## config.mk

```make
export PLATFORM = sky130hd
export DESIGN_NAME = stp_topology_change_fsm
export DESIGN_NICKNAME = d
export VERILOG_FILES = /design/src/rtl/stp_tcm_pkg.sv /design/src/rtl/stp_topology_change_fsm.sv
export VERILOG_INCLUDE_DIRS = /design/src /design/src/rtl
export SDC_FILE = /design/constraint.sdc
export NUM_CORES = 1
export LEC_CHECK = 0
export CAP_MARGIN = 20
export CORE_MARGIN = 2
export CORE_UTILIZATION = 65
export DETAILED_ROUTE_END_ITERATION = 10
export DONT_BUFFER_PORTS = 1
export GPL_TIMING_DRIVEN = 0
export PLACE_DENSITY_LB_ADDON = 0.05
export SLEW_MARGIN = 15
export SYNTH_ARGS = -nofsm -noshare
export SYNTH_HDL_FRONTEND = slang
export SYNTH_SLANG_ARGS = --single-unit
```

## constraint.sdc

```tcl
create_clock -name clk -period 3.7 [get_ports clk]
set_input_delay 0.555 -clock clk [delete_from_list [all_inputs] [get_ports clk]]
set_output_delay 0.555 -clock clk [all_outputs]
set_load 0.02 [all_outputs]
```

## src/rtl/stp_topology_change_fsm_assert.svh

```systemverilog
// assertion macros for the topology change machine
`ifndef STP_TOPOLOGY_CHANGE_FSM_ASSERT_SVH
`define STP_TOPOLOGY_CHANGE_FSM_ASSERT_SVH

// same-cycle implication, checked out of reset
`define STP_ASSERT_NOW(lbl, ante, cons, msg) \
    lbl: assert property (@(posedge clk) disable iff (!rst_n) (ante) |-> (cons)) \
        else $error(msg);

// next-cycle implication, checked out of reset
`define STP_ASSERT_NEXT(lbl, ante, cons, msg) \
    lbl: assert property (@(posedge clk) disable iff (!rst_n) (ante) |=> (cons)) \
        else $error(msg);

`endif

```

## src/rtl/stp_tcm_pkg.sv

```systemverilog
package stp_tcm_pkg;

    localparam int TimerWidth = 7;
    localparam int HelloWidth = 4;
    localparam int MaxAgeWidth = 6;
    localparam int FwdDelayWidth = 5;
    localparam int AddrWidth = 4;

    // port role codes
    localparam logic [1:0] ROLE_OTHER      = 2'd0;
    localparam logic [1:0] ROLE_ROOT       = 2'd1;
    localparam logic [1:0] ROLE_DESIGNATED = 2'd2;
    localparam logic [1:0] ROLE_MASTER     = 2'd3;

    // register indexes
    localparam logic [1:0] REG_COMMON_TREE = 2'd0;
    localparam logic [1:0] REG_HELLO_TIME  = 2'd1;
    localparam logic [1:0] REG_MAX_AGE     = 2'd2;
    localparam logic [1:0] REG_FWD_DELAY   = 2'd3;

    // register reset values
    localparam logic                     RST_COMMON_TREE = 1'b1;
    localparam logic [HelloWidth-1:0]    RST_HELLO_TIME  = 4'd2;
    localparam logic [MaxAgeWidth-1:0]   RST_MAX_AGE     = 6'd20;
    localparam logic [FwdDelayWidth-1:0] RST_FWD_DELAY   = 5'd15;

    typedef struct packed {
        logic [2:0]            fsm_state;
        logic [TimerWidth-1:0] change_timer;
        logic                  ack_pending;
        logic                  propagate_others;
        logic                  new_info;
    } result_t;

endpackage

```

## src/rtl/stp_topology_change_fsm.sv

```systemverilog
// Topology change state machine for one spanning-tree port.
// Input channel (item_valid/item_stall) carries one evaluation step: port
// role, forwarding, edge, the set pulses for received tc, tcn, ack and
// propagate, the link flags and a one-second tick. Each accepted word
// yields exactly one result word on the output channel
// (result_valid/result_stall): state after the step, change timer, ack
// pending and the propagate_others and new_info pulses.
// The whole step is evaluated from the input ports and the state
// registers and lands in the output or skid register at the
// accepting edge. One word is accepted every cycle while the receiver
// takes results. When the receiver stalls, a one-word skid register
// catches the next result; item_stall rises only while that skid word
// is held, and drops once the output register drains.
// The APB port holds is_common_tree, hello_time, max_age and
// forward_delay at byte offsets 0, 4, 8 and 12; pready is always high.
// Reset puts the machine in init with the timer and all flags cleared,
// empties both result registers and loads the register defaults.
module stp_topology_change_fsm (
    input  logic                                clk,
    input  logic                                rst_n,
    input  logic                                psel,
    input  logic                                penable,
    input  logic                                pwrite,
    input  logic [stp_tcm_pkg::AddrWidth-1:0]   paddr,
    input  logic [31:0]                         pwdata,
    output logic [31:0]                         prdata,
    output logic                                pready,
    input  logic                                item_valid,
    output logic                                item_stall,
    input  logic [1:0]                          port_role,
    input  logic                                forwarding,
    input  logic                                edge_port,
    input  logic                                set_rcvd_tc,
    input  logic                                set_rcvd_tcn,
    input  logic                                set_rcvd_ack,
    input  logic                                set_propagate,
    input  logic                                sends_rstp,
    input  logic                                point_to_point,
    input  logic                                second_tick,
    output logic                                result_valid,
    input  logic                                result_stall,
    output logic [2:0]                          fsm_state,
    output logic [stp_tcm_pkg::TimerWidth-1:0]  change_timer,
    output logic                                ack_pending,
    output logic                                propagate_others,
    output logic                                new_info
);

    typedef enum logic [2:0] {
        ST_INIT         = 3'd0,
        ST_INACTIVE     = 3'd1,
        ST_ACTIVE       = 3'd2,
        ST_DETECTED     = 3'd3,
        ST_NOTIFIED_TC  = 3'd4,
        ST_PROPAGATING  = 3'd5,
        ST_ACKNOWLEDGED = 3'd6,
        ST_NOTIFIED_TCN = 3'd7
    } state_t;

    // configuration registers
    logic                                     common_tree_reg;
    logic [stp_tcm_pkg::HelloWidth-1:0]       hello_time_reg;
    logic [stp_tcm_pkg::MaxAgeWidth-1:0]      max_age_reg;
    logic [stp_tcm_pkg::FwdDelayWidth-1:0]    fwd_delay_reg;
    logic                                     cfg_write;
    logic [1:0]                               cfg_index;

    // machine state
    state_t                                   state_reg, state_next;
    logic [stp_tcm_pkg::TimerWidth-1:0]       timer_reg, timer_next;
    logic                                     rcvd_tc_reg, rcvd_tc_next;
    logic                                     rcvd_tcn_reg, rcvd_tcn_next;
    logic                                     rcvd_ack_reg, rcvd_ack_next;
    logic                                     propagate_reg, propagate_next;
    logic                                     ack_reg, ack_next;

    // result output register and skid
    stp_tcm_pkg::result_t                     out_reg, out_next;
    stp_tcm_pkg::result_t                     skid_reg, skid_next;
    logic                                     out_valid_reg, out_valid_next;
    logic                                     skid_valid_reg, skid_valid_next;

    logic                                     accept;
    logic                                     out_taken;
    logic                                     active_role;
    logic [stp_tcm_pkg::TimerWidth-1:0]       timer_ticked;
    logic [stp_tcm_pkg::TimerWidth-1:0]       reload;
    logic                                     take_step;
    state_t                                   target;
    logic                                     prop_pulse;
    logic                                     info_pulse;
    stp_tcm_pkg::result_t                     result;

    // ---------------- configuration port ----------------
    assign pready    = 1'b1;
    assign cfg_index = paddr[3:2];
    assign cfg_write = psel && penable && pwrite && pready;

    always_ff @(posedge clk or negedge rst_n)
    begin
        if (!rst_n)
        begin
            common_tree_reg <= stp_tcm_pkg::RST_COMMON_TREE;
            hello_time_reg  <= stp_tcm_pkg::RST_HELLO_TIME;
            max_age_reg     <= stp_tcm_pkg::RST_MAX_AGE;
            fwd_delay_reg   <= stp_tcm_pkg::RST_FWD_DELAY;
        end
        else if (cfg_write)
        begin
            case (cfg_index)
                stp_tcm_pkg::REG_COMMON_TREE: common_tree_reg <= pwdata[0];
                stp_tcm_pkg::REG_HELLO_TIME:
                    hello_time_reg <= pwdata[stp_tcm_pkg::HelloWidth-1:0];
                stp_tcm_pkg::REG_MAX_AGE:
                    max_age_reg <= pwdata[stp_tcm_pkg::MaxAgeWidth-1:0];
                stp_tcm_pkg::REG_FWD_DELAY:
                    fwd_delay_reg <= pwdata[stp_tcm_pkg::FwdDelayWidth-1:0];
                default: ;
            endcase
        end
    end

    always_comb
    begin
        case (cfg_index)
            stp_tcm_pkg::REG_COMMON_TREE: prdata = {31'd0, common_tree_reg};
            stp_tcm_pkg::REG_HELLO_TIME:
                prdata = {{(32-stp_tcm_pkg::HelloWidth){1'b0}}, hello_time_reg};
            stp_tcm_pkg::REG_MAX_AGE:
                prdata = {{(32-stp_tcm_pkg::MaxAgeWidth){1'b0}}, max_age_reg};
            stp_tcm_pkg::REG_FWD_DELAY:
                prdata = {{(32-stp_tcm_pkg::FwdDelayWidth){1'b0}}, fwd_delay_reg};
            default: prdata = 32'd0;
        endcase
    end

    // ---------------- handshake ----------------
    assign item_stall = skid_valid_reg;
    assign accept     = item_valid && !item_stall;
    assign out_taken  = out_valid_reg && !result_stall;

    // ---------------- one evaluation step ----------------
    assign active_role  = (port_role != stp_tcm_pkg::ROLE_OTHER);
    assign timer_ticked = (second_tick && (timer_reg != '0)) ?
                          timer_reg - 1'b1 : timer_reg;
    // short reload sees the ticked timer
    assign reload = ((timer_ticked == '0) && sends_rstp && point_to_point) ?
                    stp_tcm_pkg::TimerWidth'({hello_time_reg, 1'b0}) :
                    stp_tcm_pkg::TimerWidth'(max_age_reg) +
                    stp_tcm_pkg::TimerWidth'(fwd_delay_reg);

    always_comb
    begin
        rcvd_tc_next   = rcvd_tc_reg | set_rcvd_tc;
        rcvd_tcn_next  = rcvd_tcn_reg | set_rcvd_tcn;
        rcvd_ack_next  = rcvd_ack_reg | set_rcvd_ack;
        propagate_next = propagate_reg | set_propagate;
        timer_next     = timer_ticked;
        ack_next       = ack_reg;
        state_next     = state_reg;
        prop_pulse     = 1'b0;
        info_pulse     = 1'b0;
        take_step      = 1'b1;
        target         = ST_ACTIVE;

        case (state_reg)
            ST_INIT: target = ST_INACTIVE;
            ST_INACTIVE:
            begin
                // any pending flag re-enters inactive; tcn and ack clear only on a common tree
                if (rcvd_tc_next || rcvd_tcn_next || rcvd_ack_next || propagate_next)
                    target = ST_INACTIVE;
                else if (active_role && forwarding && !edge_port)
                    target = ST_DETECTED;
                else
                    take_step = 1'b0;
            end
            ST_ACTIVE:
            begin
                if (!active_role)
                    target = ST_INIT;
                else if (rcvd_tcn_next)
                    target = ST_NOTIFIED_TCN;
                else if (rcvd_tc_next)
                    target = ST_NOTIFIED_TC;
                else if (propagate_next)
                    target = ST_PROPAGATING;
                else if (rcvd_ack_next)
                    target = ST_ACKNOWLEDGED;
                else
                    take_step = 1'b0;
            end
            ST_NOTIFIED_TCN: target = ST_NOTIFIED_TC;
            default: target = ST_ACTIVE;
        endcase

        if (take_step)
        begin
            state_next = target;
            case (target)
                ST_INIT:
                begin
                    timer_next = '0;
                    if (common_tree_reg)
                        ack_next = 1'b0;
                end
                ST_INACTIVE:
                begin
                    if (common_tree_reg)
                    begin
                        rcvd_tcn_next = 1'b0;
                        rcvd_ack_next = 1'b0;
                    end
                    rcvd_tc_next   = 1'b0;
                    propagate_next = 1'b0;
                end
                ST_DETECTED:
                begin
                    timer_next = reload;
                    prop_pulse = 1'b1;
                    info_pulse = 1'b1;
                end
                ST_NOTIFIED_TC:
                begin
                    if (common_tree_reg)
                        rcvd_tcn_next = 1'b0;
                    rcvd_tc_next = 1'b0;
                    if (common_tree_reg && (port_role == stp_tcm_pkg::ROLE_DESIGNATED))
                        ack_next = 1'b1;
                    prop_pulse = 1'b1;
                end
                ST_PROPAGATING:
                begin
                    timer_next     = reload;
                    propagate_next = 1'b0;
                end
                ST_ACKNOWLEDGED:
                begin
                    timer_next    = '0;
                    rcvd_ack_next = 1'b0;
                end
                ST_NOTIFIED_TCN: timer_next = reload;
                default: ;
            endcase
        end

        result.fsm_state        = state_next;
        result.change_timer     = timer_next;
        result.ack_pending      = ack_next;
        result.propagate_others = prop_pulse;
        result.new_info         = info_pulse;
    end

    // ---------------- result buffering ----------------
    always_comb
    begin
        out_next        = out_reg;
        out_valid_next  = out_valid_reg;
        skid_next       = skid_reg;
        skid_valid_next = skid_valid_reg;

        if (out_taken)
        begin
            out_valid_next = 1'b0;
            if (skid_valid_reg)
            begin
                out_next        = skid_reg;
                out_valid_next  = 1'b1;
                skid_valid_next = 1'b0;
            end
        end

        if (accept)
        begin
            if (!out_valid_next)
            begin
                out_next       = result;
                out_valid_next = 1'b1;
            end
            else
            begin
                skid_next       = result;
                skid_valid_next = 1'b1;
            end
        end
    end

    always_ff @(posedge clk or negedge rst_n)
    begin
        if (!rst_n)
        begin
            state_reg      <= ST_INIT;
            timer_reg      <= '0;
            rcvd_tc_reg    <= 1'b0;
            rcvd_tcn_reg   <= 1'b0;
            rcvd_ack_reg   <= 1'b0;
            propagate_reg  <= 1'b0;
            ack_reg        <= 1'b0;
            out_valid_reg  <= 1'b0;
            skid_valid_reg <= 1'b0;
            out_reg        <= '0;
            skid_reg       <= '0;
        end
        else
        begin
            if (accept)
            begin
                state_reg     <= state_next;
                timer_reg     <= timer_next;
                rcvd_tc_reg   <= rcvd_tc_next;
                rcvd_tcn_reg  <= rcvd_tcn_next;
                rcvd_ack_reg  <= rcvd_ack_next;
                propagate_reg <= propagate_next;
                ack_reg       <= ack_next;
            end
            out_valid_reg  <= out_valid_next;
            skid_valid_reg <= skid_valid_next;
            out_reg        <= out_next;
            skid_reg       <= skid_next;
        end
    end

    assign result_valid     = out_valid_reg;
    assign fsm_state        = out_reg.fsm_state;
    assign change_timer     = out_reg.change_timer;
    assign ack_pending      = out_reg.ack_pending;
    assign propagate_others = out_reg.propagate_others;
    assign new_info         = out_reg.new_info;

    // ---------------- checks ----------------
    `include "stp_topology_change_fsm_assert.svh"

    `STP_ASSERT_NOW(a_skid_behind_out, skid_valid_reg, out_valid_reg, "skid word without output word")
    `STP_ASSERT_NEXT(a_info_in_detected, accept && info_pulse, state_reg == ST_DETECTED, "new_info without entering detected")
    `STP_ASSERT_NEXT(a_detected_leaves, accept && (state_reg == ST_DETECTED), state_reg == ST_ACTIVE, "detected did not move to active")
    `STP_ASSERT_NEXT(a_out_holds, out_valid_reg && result_stall, out_valid_reg && $stable(out_reg), "stalled result changed")

endmodule

```

==> results.ini, run 1 <==
[logic_synthesis]
synthFlopType = dfrtp_1
synth_edf_count = 0
syn_avg_cell_area_sq_um = 9.42
ys_top_cells_by_area = dfrtp_1 (34%), mux2_2 (8.7%), dfstp_2 (5.6%)
synth_simple_gate_area_share_pct = 17.2
synth-seq-cells = 59
yosys.cell_types.count = 61
synth_compound_area_share_pct = 21.0
yosysSeqAreaShare_pct = 39.7
synth.largest_area_cell = dfrtp_1
netlist_instances = 397
synth_mux_area_share_pct = 10.4
yosys_warnings = 0
synth-xor-area-share_pct = 0.936
syn_area_sq_mm = 0.00374
async_flop_share_pct = 100
synth_adder_area_share_pct = 2.88
synth.top_cell.area_share_pct = 34.1
synth_top_family_by_area = compound AO/OA/AOI/OAI gates

[clocking]
postCtsSetupBuffers = 0
cts.sinks = 59
htreeDepth = 3
root_buffer = clkbuf_8
clockBufferDepth = 2
cts.clk_slew.worst_paths_ns = 0.07
cts_tree = done
numCtsBuffers = 9
cts_hold_buf = 1
post_cts_resized = 0
clk_latency_ns = 0.35

[worst_setup_path]
r2r_slack_ns = 0.66
crit_slowest_cell = mux2i_1
cp.arrival_ns = 3.22
cp.required_ns = 3.88
critPathMaxStageDelay_ns = 0.57
cp_max_fo = 9
crit_start = timer_reg[0]
critPathCapture = change_timer[1]
cp-end-kind = flop
r2r-start = timer_reg[0]
critical_path_class = flop to flop
r2r-end = change_timer[1]
rr_worst_depth = 9
critical_path.cell_chain = buf_2 -> inv_1 -> ha_1 -> nor4b_2 -> a21bo_1 -> mux2i_1 -> a21oi_1 -> o211ai_1 -> o311ai_0
worstSetupStartpointType = flop

[finish]
regArea_sq_mm = 0.00149
syn_to_final_growth_pct = 11.7
num-fill-cells = 424
largest_reg_flops = 13
multi_input_area_sq_mm = 0.00206
nNetsFinal = 496
insertedDiodeCount = 0
drive_gt1_share_pct = 21.2

[drt]
drtIter0Drc = 294
vias_per_cell = 6.25
antenna_left = 0
drc = 0
first_pass_iters = 5
wire_per_inst_um = 17.5
drt_wl_total_um = 8930
vias = 3193

[power]
p_leak_nw = 1.83
clockPowerShare_pct = 20.5
seq_power_share_pct = 36.6
switchingPower_mw = 1.45
ir_drop_mv = 0.572
power_density_mw_per_mm2 = 789
switching_share_pct = 43.9
combPwrFrac_pct = 43.0
intPower_mw = 1.85

[timing]
setup_viol = 0
rsz0062_at_grt = false
fin_crit_sh_pct = 82.1
tightest_slew_ns = 1.07
max-slew-margin-rel_pct = 28.2
hold_viol = 0
drv_slew = 0
fmax_mhz = 329
fin_setup_tns_ns = 0
timing.final.crit_period_ns = 3.04
fin_hold_ws_ns = 0.0519
fin_skew_ns = 0.00831

[place]
numPortBuffers = 0
dp_hpwl_um = 6430
place_congestion = 0.884

[floorplanning]
start_util_pct = 67.5
ioPinCount = 102
die_h_um = 79.9
core_area_sq_mm = 0.00554
die_w_um = 79.9
dieArea_sq_mm = 0.00638
rows = 27

[global_route]
grt_pass1_vias = 3121
grt-ovfl-total = 0
antenna_found_initial = 0
grt_pass1_wl_um = 14700
grt_max_degree = 52
grt_usage_pct = 30.0

[flow_run]
maxCapViolCount = 0

[min_path]
hold_path_class = primary input to asynchronous set/reset pin

[run_status]
status = complete, no violations

## final cells by class
type / count / area share (%)
inverters: 7 / 0.629
repair buffers: 1 / 0.659
well taps: 72 / 2.16
multi-input cells: 314 / 49.3
flip-flops and latches: 59 / 35.6
plain buffers: 42 / 6.26
clock inverters: 6 / 2.13
clock buffers: 10 / 3.29
## worst min-delay path by stage
stage	from	endpoint	slack, ns
2_1_floorplan	rst_n	ack_pending	0.26
3_3_place_gp	rst_n	state_reg[0]	0.26
6_report	rst_n	max_age_reg[4]	0.05
5_1_grt	rst_n	fwd_delay_reg[3]	0.04
4_1_cts	rst_n	max_age_reg[4]	0.04
3_5_place_dp	rst_n	state_reg[1]	0.26
## stage by stage
stage	instances	util (%)	setup WS [ns]	power (mW)	instance area (sq um)
after global placement	494	70.8	0.832	2.53	3930
after CTS	511	75.4	0.722	3.27	4180
after global routing	511	75.4	0.350	3.53	4180
after detailed placement	494	70.8	0.744	2.58	3930
after floorplan	422	-	1.28	2.26	3830
final	511	75.4	0.663	3.30	4180
## Yosys cell counts (4+ instances only)
library cell	count
nand2_1	48
a22o_1	4
a21oi_1	15
a31oi_1	5
nor3_1	6
nand3_1	12
inv_1	7
a211oi_1	4
ha_1	7
clkbuf_1	11
and3_1	7
nor2b_1	6
o21ai_0	25
dfrtp_1	51
nand4_1	7
o211ai_1	23
nor2_1	27
dfstp_2	8
mux2i_1	4
buf_4	27
mux2_2	29
## cells by family after synthesis
logic type                 after synthesis
adders and majority gates                8
DFF                                     59
buffers and inverters                   49
xor gates and xnor gates                 4
AOI/OAI and AO/OA                      110
other                                    2
and+or+nand+nor                        131
muxes                                   34
## placed cells by master (no fill, tap or decap), types with 4 or more instances in the layout
cell type / count
mux2_2: 29
dfstp_2: 8
a31oi_1: 5
clkbuf_1: 11
buf_4: 27
a211oi_1: 4
nand2_1: 48
mux2i_1: 4
o211ai_1: 23
nand4_1: 7
and3_1: 7
ha_1: 7
nor3_1: 6
a22o_1: 4
nand3_1: 12
conb_1: 27
clkbuf_8: 10
inv_1: 7
nor2_1: 27
a21oi_1: 15
nor2b_1: 6
o21ai_0: 25
dfrtp_1: 51
## power by group through the flow
stage          Combinational (mW)  Clock, mW  Sequential, mW
2_1_floorplan                1.11          0            1.15
3_3_place_gp                 1.33          0            1.20
3_5_place_dp                 1.37          0            1.21
4_1_cts                      1.39      0.677            1.20
5_1_grt                      1.59      0.700            1.25
6_report                     1.42      0.675            1.21
## layer usage
| layer | share of wire [%] | up-vias | global-route usage, % |
|---|---|---|---|
| met5 | 0 | - | 0 |
| met4 | 2.2 | 0 | 11.7 |
| met3 | 7.7 | 21 | 6.90 |
| met2 | 47 | 148 | 48.0 |
| met1 | 43 | 1530 | 39.7 |
| li1 | - | 1494 | - |
## critical path, delay by kind of cell, from the launching register on
family	cells	cell delay (ns)
adders and majority gates	1	0.21
DFF	1	0.36
AOI/OAI and AO/OA	4	1.03
muxes	1	0.57
buffers and inverters	2	0.28
and+or+nand+nor	1	0.43
(Power assumes the default switching activity.)
==> run 2, diff against run 1 <==
--- a/config.mk
+++ b/config.mk
@@ -8,7 +8,7 @@
 export LEC_CHECK = 0
 export CAP_MARGIN = 20
 export CORE_MARGIN = 2
-export CORE_UTILIZATION = 65
+export CORE_UTILIZATION = 58
 export DETAILED_ROUTE_END_ITERATION = 10
 export DONT_BUFFER_PORTS = 1
 export GPL_TIMING_DRIVEN = 0
==> constraint.sdc (replaced) <==
create_clock -name clk -period 2.45 [get_ports clk]
set_input_delay 0.3675 -clock clk [delete_from_list [all_inputs] [get_ports clk]]
set_output_delay 0.3675 -clock clk [all_outputs]
set_load 0.02 [all_outputs]
==> run 2 against run 1 <==
The flow now finishes with violations (setup timing). Global-route usage shrank 3.6 points. Via count shrank 1.0%. Die area grew 11%. Non-clock buffer count grew 14. Cell count grew 3.9%. Core utilization shrank 4.5 points. Fmax grew 20%. First-iteration DRC count shrank 0.34%. Flip-flop and latch count is the same. Clock power grew 41%. Critical path type unchanged. Critical endpoint is now change_timer[3]. Largest power group unchanged.
==> results.ini, run 2 (same netlist as run 1, synthesis figures left out) <==
[global_route]
grt_pass1_wl_um = 14900  ; +1.4%
grt_usage_pct = 26.5  ; -3.6 points
grt_pass1_vias = 2953  ; -5.4%
grt_max_degree = 60  ; +15%
grt-ovfl-total = 0  ; unchanged
antenna_found_initial = 0  ; unchanged

[flow_run]
maxCapViolCount = 0  ; unchanged

[worst_setup_path]
rr_worst_depth = 9  ; unchanged
cp.arrival_ns = 2.78  ; -0.44 ns
critPathTopFamily = simple AND/OR/NAND/NOR gates
critPathMaxStageDelay_ns = 0.50  ; -0.07 ns
cp-end-kind = flop
cp_num_cells = 9  ; unchanged
path_buf_inv = 3  ; +1
crit_top_cell = buf_6
cp_max_fo = 5  ; -4
crit_slowest_cell = or4b_4
critical_path_class = flop to flop
cp.required_ns = 2.69  ; -1.19 ns
worstSetupStartpointType = flop
critical_path.cell_chain = buf_6 -> or4b_4 -> or3b_4 -> a311oi_4 -> buf_4 -> buf_6 -> and3_1 -> o211ai_1 -> o311ai_1

[place]
pre_cts_slack_ns = -0.442  ; -1.19 ns
numPortBuffers = 0  ; unchanged
place_congestion = 0.884  ; about the same
dpl-instance-area_sq_mm = 0.00393  ; +0.16%
dp_hpwl_um = 6510  ; +1.3%
placed_cells = 499  ; +1.0%

[drt]
vias_per_cell = 5.95  ; -4.7%
wire_per_inst_um = 17.4  ; -0.38%
drc = 0  ; unchanged
drt_wl_total_um = 9240  ; +3.5%
first_pass_iters = 4  ; -1
drtIter0Drc = 293  ; -0.34%
antenna_left = 0  ; unchanged
vias = 3161  ; -1.0%

[power]
power_density_mw_per_mm2 = 1190  ; +51%
p_leak_nw = 1.93  ; +5.5%
ir_drop_mv = 0.716  ; +25%
power.total_mw = 5.31  ; +61%

[floorplanning]
start_util_pct = 59.6  ; -7.9 points
die_w_um = 84.3  ; +5.6%
rows = 29  ; +7.4%
ioPinCount = 102  ; unchanged
die_h_um = 84.3  ; +5.6%
dieArea_sq_mm = 0.00711  ; +11%
core_area_sq_mm = 0.00628  ; +13%

[timing]
setup_slack_ns = -0.0903  ; -0.754 ns
fin_skew_ns = 0.00634  ; -0.00197 ns
rsz0062_at_grt = true
tightest_slew_ns = 0.817  ; -0.257 ns
fmax_mhz = 394  ; +20%
setup_viol = 8  ; +8
drv_slew = 0  ; unchanged
fin_crit_sh_pct = 104  ; +22 points
fin_setup_tns_ns = -0.468  ; -0.468 ns
hold_viol = 0  ; unchanged
max-slew-margin-rel_pct = 45.5  ; +17 points
timing.final.crit_period_ns = 2.54  ; -0.496 ns

[finish]
nNetsFinal = 511  ; +3.0%
final_cell_mix = dfrtp_1 (50), nand2_1 (48), buf_4 (36)
layout_commonest_cell = dfrtp_1
syn_to_final_growth_pct = 19.0
insertedDiodeCount = 0  ; unchanged
finalNonFillerCells = 531  ; +3.9%
largest_reg_flops = 13  ; unchanged
drive_gt1_share_pct = 27.3  ; +6.1 points
final_design_area_no_fill_sq_mm = 0.00445  ; +6.5%

[clocking]
cts_tree = done
numCtsBuffers = 9  ; unchanged
cts.clk_slew.worst_paths_ns = 0.07  ; about the same
htreeDepth = 3  ; unchanged
root_buffer = clkbuf_8
clockBufferDepth = 2  ; unchanged
clk_latency_ns = 0.35  ; about the same
cts.sinks = 59  ; unchanged

[min_path]
holdPathStages = 2
hold_path_class = primary input to flop

[run_status]
failed_checks = setup timing
status = complete, but fails checks

run 2: through the flow:
stage | utilization [%] | hold WS, ns
finish | 70.9 | 0.150
CTS | 68.2 | 0.142
global placement | 62.6 | 0.0730
floorplan | - | 0.0719
global route | 70.9 | 0.162
detailed placement | 62.6 | 0.0727
run 2: path summary, 6_finish.rpt:
kind                                    from                to  slack, ns
min in group asynchronous              rst_n      state_reg[1]       0.54
max in group asynchronous              rst_n  fwd_delay_reg[1]       1.61
worst max register to register  timer_reg[0]   change_timer[3]      -0.09
worst max-delay path            timer_reg[0]   change_timer[3]      -0.09
worst min-delay path               pwdata[5]    max_age_reg[5]       0.15
worst min register to register  skid_reg[11]      skid_reg[11]       0.48
run 2: area by class of cell:
| type | instances | area (sq um) |
|---|---|---|
| Multi-Input combinational cell | 315 | 2220 |
| Clock inverter | 6 | 80.1 |
| Sequential cell | 59 | 1490 |
| Timing Repair Buffer | 15 | 144 |
| Tap cell | 77 | 96.3 |
| Fill cell | 503 | 1830 |
| Clock buffer | 10 | 128 |
| Inverter | 7 | 28.8 |
| Buffer | 42 | 270 |
run 2: power by group:
group,internal [mW],switching [mW]
clock network,0.565,0.389
logic,1.04,1.47
registers,1.37,0.481
run 2: repair_timing:
| item | in CTS | in global routing |
|---|---|---|
| buffers inserted | 5 | 6 |
| hold endpoints to repair | 59 | 0 |
| setup endpoints to repair | 26 | 25 |
| pin swaps | 6 | 12 |
| hold buffers | 2 | 0 |
| gates cloned | 0 | 2 |
| resized for setup | 17 | 27 |
run 2: metal layers:
layer  track usage [%]  wire length, um
met5                 0                0
met2              40.5             4410
met3              5.31              541
met1              37.7             4180
met4              9.24              114
